$ cat src/hdl/tts_pkg.sv
// Shared types and constants of the task table scheduler.
package tts_pkg;

    localparam int IDX_MAX_W = 6;

    localparam logic [2:0] CMD_CREATE = 3'd0;
    localparam logic [2:0] CMD_DELAY  = 3'd1;
    localparam logic [2:0] CMD_YIELD  = 3'd2;
    localparam logic [2:0] CMD_TICK   = 3'd3;

    localparam logic [1:0] ST_OK    = 2'd0;
    localparam logic [1:0] ST_FULL  = 2'd1;
    localparam logic [1:0] ST_EMPTY = 2'd2;

    localparam logic [1:0] TS_READY   = 2'd0;
    localparam logic [1:0] TS_RUNNING = 2'd1;
    localparam logic [1:0] TS_WAITING = 2'd2;

    typedef enum logic [2:0] {
        OP_NONE,
        OP_CREATE,
        OP_DELAY,
        OP_YIELD,
        OP_TICK,
        OP_RUN
    } t_cell_op;

    typedef struct packed {
        logic [2:0]  command;
        logic [7:0]  task_id;
        logic [7:0]  priority_req;
        logic [15:0] delay_ticks;
    } t_in_item;

    typedef struct packed {
        logic [1:0] status;
        logic [2:0] running_index;
        logic [7:0] running_id;
    } t_out_item;

    typedef struct packed {
        t_cell_op    op;
        logic [7:0]  task_id;
        logic [7:0]  priority_req;
        logic [15:0] delay_ticks;
    } t_cell_cmd;

    // search carry handed from cell to cell
    typedef struct packed {
        logic                 hi_found;
        logic [IDX_MAX_W-1:0] hi_idx;
        logic [7:0]           hi_id;
        logic                 lo_found;
        logic [IDX_MAX_W-1:0] lo_idx;
        logic [7:0]           lo_id;
        logic                 pr_found;
        logic [7:0]           pr_prio;
        logic [IDX_MAX_W-1:0] pr_idx;
        logic [7:0]           pr_id;
        logic [7:0]           cur_id;
    } t_chain;

endpackage

$ cat src/hdl/tts_cell.sv
// One task table entry with its stage of the registered selection chain.
module tts_cell #(
    parameter int TABLE_DEPTH = 8,
    parameter int DELAY_BITS  = 16,
    parameter int CELL_IDX    = 0,
    localparam int IDX_W = $clog2(TABLE_DEPTH),
    localparam int CNT_W = $clog2(TABLE_DEPTH + 1)
) (
    input  logic               i_clk,
    input  tts_pkg::t_cell_cmd i_cmd,
    input  logic [IDX_W-1:0]   i_sel,
    input  logic [IDX_W-1:0]   i_cur,
    input  logic [CNT_W-1:0]   i_count,
    input  tts_pkg::t_chain    i_carry,
    output tts_pkg::t_chain    o_carry
);

    logic [7:0]            r_id;
    logic [7:0]            r_prio;
    logic [DELAY_BITS-1:0] r_delay;
    logic [1:0]            r_state;
    tts_pkg::t_chain       r_carry;

    logic [7:0]            n_id;
    logic [7:0]            n_prio;
    logic [DELAY_BITS-1:0] n_delay;
    logic [1:0]            n_state;
    tts_pkg::t_chain       n_carry;

    logic w_sel;
    logic w_cur;
    logic w_after;
    logic w_in_range;
    logic w_elig;

    assign w_sel      = (i_sel == IDX_W'(CELL_IDX));
    assign w_cur      = (i_cur == IDX_W'(CELL_IDX));
    assign w_after    = (IDX_W'(CELL_IDX) > i_cur);
    assign w_in_range = (CNT_W'(CELL_IDX) < i_count);
    assign w_elig     = w_in_range && (r_state == tts_pkg::TS_READY);

    always_comb begin
        n_id    = r_id;
        n_prio  = r_prio;
        n_delay = r_delay;
        n_state = r_state;
        case (i_cmd.op)
            tts_pkg::OP_CREATE: begin
                if (w_sel) begin
                    n_id    = i_cmd.task_id;
                    n_prio  = i_cmd.priority_req;
                    n_delay = '0;
                    n_state = tts_pkg::TS_READY;
                end
            end
            tts_pkg::OP_DELAY: begin
                if (w_sel) begin
                    n_delay = DELAY_BITS'(i_cmd.delay_ticks);
                    if (r_state == tts_pkg::TS_RUNNING) begin
                        n_state = tts_pkg::TS_WAITING;
                    end
                end
            end
            tts_pkg::OP_YIELD: begin
                if (w_sel && r_state == tts_pkg::TS_RUNNING) begin
                    n_state = tts_pkg::TS_READY;
                end
            end
            tts_pkg::OP_TICK: begin
                if (w_in_range && r_state == tts_pkg::TS_WAITING && r_delay != '0) begin
                    n_delay = r_delay - 1'b1;
                    if (r_delay == DELAY_BITS'(1)) begin
                        n_state = tts_pkg::TS_READY;
                    end
                end
            end
            tts_pkg::OP_RUN: begin
                if (w_sel) begin
                    n_state = tts_pkg::TS_RUNNING;
                end
            end
            default: begin
            end
        endcase
    end

    always_comb begin
        n_carry = i_carry;
        if (w_elig && w_after && !i_carry.hi_found) begin
            n_carry.hi_found = 1'b1;
            n_carry.hi_idx   = tts_pkg::IDX_MAX_W'(CELL_IDX);
            n_carry.hi_id    = r_id;
        end
        if (w_elig && !w_after && !i_carry.lo_found) begin
            n_carry.lo_found = 1'b1;
            n_carry.lo_idx   = tts_pkg::IDX_MAX_W'(CELL_IDX);
            n_carry.lo_id    = r_id;
        end
        if (w_elig && (!i_carry.pr_found || r_prio > i_carry.pr_prio)) begin
            n_carry.pr_found = 1'b1;
            n_carry.pr_prio  = r_prio;
            n_carry.pr_idx   = tts_pkg::IDX_MAX_W'(CELL_IDX);
            n_carry.pr_id    = r_id;
        end
        if (w_cur) begin
            n_carry.cur_id = r_id;
        end
    end

    always_ff @(posedge i_clk) begin
        r_id    <= n_id;
        r_prio  <= n_prio;
        r_delay <= n_delay;
        r_state <= n_state;
        r_carry <= n_carry;
    end

    assign o_carry = r_carry;

endmodule

$ cat src/hdl/task_table_scheduler.sv
// Task table scheduler: command sequencing and the row of table cells.
//
// Usage: input items (command, task id, priority, delay) arrive on the
// i_in_valid / o_in_ready channel; one result item (status, running index,
// running id) leaves on o_out_valid / i_out_ready for every input item.
// The one-bit scheduling mode is written on the i_cfg_valid / o_cfg_ready
// channel; the user must write it only while no item is in flight, as the
// block itself does not enforce this. 0 selects round robin, 1 selects the
// highest-priority ready task. The command acts on the table at the accept
// edge, the selection carry then ripples through TABLE_DEPTH registered
// cells while the block waits, and the result is then loaded into the
// output register. One item is in work at a time: no new item is accepted
// until the last one has left for the output register.
// The output register parts the two sides: a new item is accepted while a
// result still waits. If the receiver stalls, the next result is held back
// in the block until the output register frees up.
// Reset empties the table, sets the running index to zero and the mode to
// round robin; table entries are undefined until created.
module task_table_scheduler #(
    parameter int TABLE_DEPTH = 8,
    parameter int DELAY_BITS  = 16
) (
    input  logic              i_clk,
    input  logic              i_rst_n,
    input  logic              i_in_valid,
    output logic              o_in_ready,
    input  tts_pkg::t_in_item i_in,
    output logic              o_out_valid,
    input  logic              i_out_ready,
    output tts_pkg::t_out_item o_out,
    input  logic              i_cfg_valid,
    output logic              o_cfg_ready,
    input  logic              i_cfg_data
);

    localparam int IDX_W = $clog2(TABLE_DEPTH);
    localparam int CNT_W = $clog2(TABLE_DEPTH + 1);

    typedef enum logic [1:0] {
        S_IDLE,
        S_WAIT,
        S_DONE
    } t_state;

    t_state             r_state;
    logic [IDX_W-1:0]   r_wait;
    logic [CNT_W-1:0]   r_count;
    logic [IDX_W-1:0]   r_cur;
    logic               r_mode;
    logic               r_disp;
    logic [1:0]         r_status;
    logic               r_out_valid;
    tts_pkg::t_out_item r_out;

    tts_pkg::t_cell_cmd w_cmd;
    logic [IDX_W-1:0]   w_sel;
    tts_pkg::t_chain    w_carry [TABLE_DEPTH+1];
    tts_pkg::t_chain    w_last;

    logic               w_accept;
    logic               w_finish;
    logic               w_full;
    logic               w_empty;
    logic               w_found;
    logic [IDX_W-1:0]   w_chosen_idx;
    logic [7:0]         w_chosen_id;
    logic [IDX_W-1:0]   n_cur;
    logic [7:0]         n_id;

    assign o_in_ready  = (r_state == S_IDLE);
    assign o_cfg_ready = 1'b1;
    assign w_accept    = i_in_valid && o_in_ready;
    assign w_finish    = (r_state == S_DONE) && (!r_out_valid || i_out_ready);
    assign w_full      = (r_count == CNT_W'(TABLE_DEPTH));
    assign w_empty     = (r_count == '0);
    assign w_last      = w_carry[TABLE_DEPTH];

    // final pick from the end of the chain
    always_comb begin
        if (r_mode) begin
            w_found      = w_last.pr_found;
            w_chosen_idx = w_last.pr_idx[IDX_W-1:0];
            w_chosen_id  = w_last.pr_id;
        end else if (w_last.hi_found) begin
            w_found      = 1'b1;
            w_chosen_idx = w_last.hi_idx[IDX_W-1:0];
            w_chosen_id  = w_last.hi_id;
        end else begin
            w_found      = w_last.lo_found;
            w_chosen_idx = w_last.lo_idx[IDX_W-1:0];
            w_chosen_id  = w_last.lo_id;
        end
        if (r_disp && w_found) begin
            n_cur = w_chosen_idx;
            n_id  = w_chosen_id;
        end else begin
            n_cur = r_cur;
            n_id  = w_last.cur_id;
        end
        if (w_empty) begin
            n_id = '0;
        end
    end

    always_comb begin
        w_cmd.op           = tts_pkg::OP_NONE;
        w_cmd.task_id      = i_in.task_id;
        w_cmd.priority_req = i_in.priority_req;
        w_cmd.delay_ticks  = i_in.delay_ticks;
        w_sel              = r_cur;
        if (w_accept) begin
            case (i_in.command)
                tts_pkg::CMD_CREATE: begin
                    if (!w_full) begin
                        w_cmd.op = tts_pkg::OP_CREATE;
                        w_sel    = r_count[IDX_W-1:0];
                    end
                end
                tts_pkg::CMD_DELAY: begin
                    if (!w_empty) begin
                        w_cmd.op = tts_pkg::OP_DELAY;
                    end
                end
                tts_pkg::CMD_YIELD: begin
                    if (!w_empty) begin
                        w_cmd.op = tts_pkg::OP_YIELD;
                    end
                end
                tts_pkg::CMD_TICK: begin
                    w_cmd.op = tts_pkg::OP_TICK;
                end
                default: begin
                end
            endcase
        end else if (w_finish && r_disp && w_found) begin
            w_cmd.op = tts_pkg::OP_RUN;
            w_sel    = w_chosen_idx;
        end
    end

    assign w_carry[0] = '0;

    for (genvar g = 0; g < TABLE_DEPTH; g++) begin : g_cell
        tts_cell #(
            .TABLE_DEPTH (TABLE_DEPTH),
            .DELAY_BITS  (DELAY_BITS),
            .CELL_IDX    (g)
        ) u_cell (
            .i_clk   (i_clk),
            .i_cmd   (w_cmd),
            .i_sel   (w_sel),
            .i_cur   (r_cur),
            .i_count (r_count),
            .i_carry (w_carry[g]),
            .o_carry (w_carry[g+1])
        );
    end

    always_ff @(posedge i_clk) begin
        if (!i_rst_n) begin
            r_state     <= S_IDLE;
            r_wait      <= '0;
            r_count     <= '0;
            r_cur       <= '0;
            r_mode      <= 1'b0;
            r_disp      <= 1'b0;
            r_status    <= tts_pkg::ST_OK;
            r_out_valid <= 1'b0;
        end else begin
            if (i_cfg_valid) begin
                r_mode <= i_cfg_data;
            end
            if (w_finish) begin
                r_out_valid <= 1'b1;
            end else if (r_out_valid && i_out_ready) begin
                r_out_valid <= 1'b0;
            end
            case (r_state)
                S_IDLE: begin
                    if (w_accept) begin
                        r_state  <= S_WAIT;
                        r_wait   <= '0;
                        case (i_in.command)
                            tts_pkg::CMD_CREATE: begin
                                r_disp <= 1'b0;
                                if (w_full) begin
                                    r_status <= tts_pkg::ST_FULL;
                                end else begin
                                    r_status <= tts_pkg::ST_OK;
                                    r_count  <= r_count + 1'b1;
                                end
                            end
                            tts_pkg::CMD_DELAY, tts_pkg::CMD_YIELD: begin
                                if (w_empty) begin
                                    r_status <= tts_pkg::ST_EMPTY;
                                    r_disp   <= 1'b0;
                                end else begin
                                    r_status <= tts_pkg::ST_OK;
                                    r_disp   <= 1'b1;
                                end
                            end
                            default: begin
                                r_status <= tts_pkg::ST_OK;
                                r_disp   <= 1'b0;
                            end
                        endcase
                    end
                end
                S_WAIT: begin
                    r_wait <= r_wait + 1'b1;
                    if (r_wait == IDX_W'(TABLE_DEPTH - 1)) begin
                        r_state <= S_DONE;
                    end
                end
                S_DONE: begin
                    if (w_finish) begin
                        r_state             <= S_IDLE;
                        r_cur               <= n_cur;
                        r_out.status        <= r_status;
                        r_out.running_index <= 3'(n_cur);
                        r_out.running_id    <= n_id;
                    end
                end
                default: begin
                    r_state <= S_IDLE;
                end
            endcase
        end
    end

    assign o_out_valid = r_out_valid;
    assign o_out       = r_out;

    a_count_bound: assert property (@(posedge i_clk) disable iff (!i_rst_n)
        r_count <= CNT_W'(TABLE_DEPTH))
        else $error("task count beyond table depth");

    a_cur_in_table: assert property (@(posedge i_clk) disable iff (!i_rst_n)
        (r_count != '0) |-> (CNT_W'(r_cur) < r_count))
        else $error("running index outside filled table");

    a_accept_starts_wait: assert property (@(posedge i_clk) disable iff (!i_rst_n)
        w_accept |=> (r_state == S_WAIT) && !o_in_ready)
        else $error("accepted item did not start the chain wait");

    a_result_from_done: assert property (@(posedge i_clk) disable iff (!i_rst_n)
        $rose(o_out_valid) |-> ($past(r_state) == S_DONE))
        else $error("result loaded outside the finish step");

endmodule
$ cat config.mk
export PLATFORM = sky130hd
export DESIGN_NAME = task_table_scheduler
export DESIGN_NICKNAME = d
export VERILOG_FILES = /design/src/hdl/tts_pkg.sv /design/src/hdl/tts_cell.sv /design/src/hdl/task_table_scheduler.sv
export SDC_FILE = /design/constraint.sdc
export NUM_CORES = 1
export LEC_CHECK = 0
export BUFFER_PORTS_ARGS = -buffer_cell sky130_fd_sc_hd__buf_2
export CORE_AREA = 5 5 312 375
export DETAILED_ROUTE_END_ITERATION = 10
export DIE_AREA = 0 0 317 380
export PLACE_DENSITY = 0.47
export SLEW_MARGIN = 0
export SYNTH_ARGS = -nofsm -noshare
export SYNTH_HDL_FRONTEND = slang
export SYNTH_SLANG_ARGS = --single-unit
$ cat constraint.sdc
create_clock -name i_clk -period 4.8 [get_ports i_clk]
set_input_delay 0.24 -clock i_clk [delete_from_list [all_inputs] [get_ports i_clk]]
set_output_delay 0.24 -clock i_clk [all_outputs]
set_load 0.01 [all_outputs]
==> results.md <==
* Status: completed
* Clk sink count at 689
* First-pass GRT wire length at roughly 100 mm
* PortBufs at 55
* Critical path capture point type: flop
* Overall routed net length at roughly 63 mm
* Min-Delay Path Class: in -> reg
* Multi-input logic area at 0.00969 mm²
* Count of cell types in the netlist at roughly 70
* Reg power frac at between 50% and 60%
* Setup TNS at 0 ns
* RSZ-0062 raised after global routing: false
* Final WS setup at 1.40 ns
* Die footprint at 0.120 mm²
* Synth Instances at between 2,000 and 2,500
* Part of the power in the clock network at roughly 47%
* Share of layout cells above drive strength 1 at between 20% and 30%
* Non-Filler Cell Area, Final at approximately 0.032 mm²
* First drt pass iteration count at 5
* Arr. time, crit path at around 3.6 ns
* Avg Inst Size Synth at between 10 and 15 µm²
* Core Area at 0.113 mm²
* Final hold vios at 0
* Top post-synthesis cells by count: 404 x dfxtp_1, 285 x edfxtp_1, 266 x mux2_2
* Combinational group share of total power at under 10%
* Vias in the first global route at 16,800
* Root buffer cell: clkbuf_16
* Final Critical Period at 3.40 ns
* Placement Setup Slack at between 1 and 1.5 ns
* Leak pwr at about 0.012 µW
* CTS tree: done
* Largest net degree at the start of global routing at 56
* Num rows at 135
* Die Span Y at around 380 µm
* Post-route DRC at 0
* Period utilisation layout at between 70% and 80%
* Crit start category: flop
* Filler Cell Count at between 10,000 and 15,000
* Async set-or-reset flop fraction in the synthesized netlist at 0%
* Layout area overhead at 18.4%
* Post-layout utilization of the core at 28.2%
* RD Place Congestion at 0.772
* Reg area at between 0.015 and 0.02 mm²
* Post-synth top area share at 31.8%
* Grt total ovfl at 0
* Layout Skew at roughly 0.029 ns
* Total GRT Usage at about a tenth
* Synth area leader: edfxtp_1
* Max-slew headroom at 20.0%
* First DRT Iteration DRCs at 957
* CP max FO at 25
* Max IR drop VDD at between 0.0002 and 0.0003 V
* Critical path type: reg -> reg
* Max-cap violations at 0
* Upper clock frequency limit at around 300 MHz
* Synth Warn # at 0
* Post-CTS setup buffer count at 0
* Number of enable flip-flop cells after synthesis at between 200 and 300
* Vias at between 15,000 and 20,000
* Nets at around 2,400
* Number of vias per cell at approximately 4.1
* Max Slew Vio Count at 0
* H-tree Lvls at 3
* Pwr/cell area at between 300 and 400 mW/mm²
* Syn Std Cell Area at 0.0269 mm²
* Power Internal at about 9700 µW
* Most frequent cell after synthesis: dfxtp_1
* I/O Pins at 57
* Register area share after synthesis at 61.9%
* Post-DP Area at 0.0291 mm²
* Number of synthesized register bits at slightly below 700
* Main synth FF type: dfxtp_1
* Initial Util at around a quarter
* Power Total at 12,300 µW
* Slew of the pin with the lowest slew margin at between 1 and 1.5 ns
* Final setup violation count at 0
* Data required, critical path at slightly above 5 ns
* Mean routed wirelength per cell at between 15 and 20 µm
* Synth area leaders: edfxtp_1 32%, dfxtp_1 30%, mux2_2 11%
* Clock buffer depth at 3
* Sw frac at 20.8%
* Die X at ~320 µm
* ANT nets after route at 0
* CTS Buf Count at a little under 80
* Antenna violations before repair at 2
* Post-DP HPWL at around 45 mm
* Psw at 2550 µW
* Clk_lat worst skew at about 0.6 ns
* Clock-pin slew on the worst setup and hold paths at about 0.060 ns
[metrics by stage]
stage / std cells / hold slack (ns)
after floorplan: 2131 / 0.339
after global placement: 3659 / 0.400
after detailed placement: 3659 / 0.399
after CTS: 3822 / 0.0231
after global routing: 3822 / 0.0324
final: 3825 / 0.0581
[registers in the layout (all words and copies together) (netlist names), 2 cells and up]
name	cells
g_cell.u_cell.o_carry	387
g_cell.u_cell.r_delay	128
g_cell.u_cell.r_id	64
g_cell.u_cell.r_prio	64
g_cell.u_cell.r_state	16
o_out	13
r_count	4
r_cur	3
r_state	2
r_status	2
r_wait	3
[critical path, stage by stage, from the launching register on]
cell and delay [ns]:
dfxtp_1 0.74, or3_1 0.22, nand3_1 0.08, buf_4 0.22, o32ai_1 0.44, o211ai_1 0.33
o21ai_0 0.35, o211a_1 0.64
[per-layer routing]
layer,routed length [µm],global-route usage [%],vias up
met2,31200,18.2,294
met3,2470,1.86,100
met1,27400,12.8,7619
met4,1690,3.02,0
li1,-,-,7791
met5,0,0,-
[cells in the final DEF, fill, tap and decap left out, drive strengths merged, types with 5 or more instances in the layout]
cell type,netlist,final
dfxtp,404,404
edfxtp,285,285
mux2,266,266
o21ai,154,154
clkbuf,39,116
nand2,102,102
inv,96,99
nor2,93,93
buf,25,85
ha,84,84
xnor2,78,78
nor3,60,60
a21oi,52,52
nor2b,39,39
and2,39,39
or2,34,34
xor2,33,33
nand2b,22,22
or3,21,21
dlygate4sd3,0,21
clkinv,1,20
nor4,18,18
nand3,17,17
nand4,16,16
mux2i,14,14
o21a,14,14
nand3b,13,13
nor3b,13,13
or4,11,11
conb,2,10
and3,7,7
a21boi,6,6
a41oi,6,6
nor4b,6,6
o211a,5,5
a211oi,5,5
[path summary, 6_finish.rpt]
check	startpoint	slack [ns]	end	depth (start not counted)
max reg2reg	g_cell[7].u_cell.o_carry[60]$_SDFF_PP1_	1.40	g_cell[2].u_cell.r_delay[12]$_DFFE_PP_	7
min reg2reg	g_cell[6].u_cell.o_carry[16]$_SDFF_PP0_	0.41	g_cell[7].u_cell.o_carry[16]$_SDFF_PP1_	1
min	i_rst_n	0.06	r_cur[2]$_SDFFE_PN0P_	2
max	g_cell[7].u_cell.o_carry[60]$_SDFF_PP1_	1.40	g_cell[2].u_cell.r_delay[12]$_DFFE_PP_	7
[area by class of cell]
| cell class | instances | share of cell area (%) |
|---|---|---|
| multi-input combinational | 1281 | 30.5 |
| timing repair buffer | 106 | 2.23 |
| sequential | 689 | 52.3 |
| clock inverter | 26 | 0.881 |
| inverter | 97 | 1.14 |
| tap | 1507 | 5.92 |
| clock buffer | 116 | 7.04 |
| antenna | 3 | 0.0236 |
[power by group through the flow]
stage	Clock, µW	Combinational, µW	Sequential, µW
3_3_place_gp	0	226	6340
6_report	5790	243	6220
5_1_grt	6230	272	6230
4_1_cts	5980	247	6220
2_1_floorplan	0	147	6330
3_5_place_dp	0	231	6350
[repair_timing]
action | in CTS | in global routing
gates resized for setup | 0 | 0
hold buffers | 21 | 0
hold endpoints to repair | 132 | 0
setup endpoints to repair | 0 | 0
[kinds of logic (layout without fill, tap and decap cells)]
kind of cell,Yosys count,count (layout),synth area share [%]
flops,689,689,61.9
other cells,2,13,0.0279
fa+ha+maj,84,84,3.91
simple gates,520,520,10.4
compound gates,276,276,6.09
mux,280,280,11.7
xor+xnor,111,111,3.62
buf+inv,161,345,2.36
No activity file was read; power rests on OpenSTA's default activity.
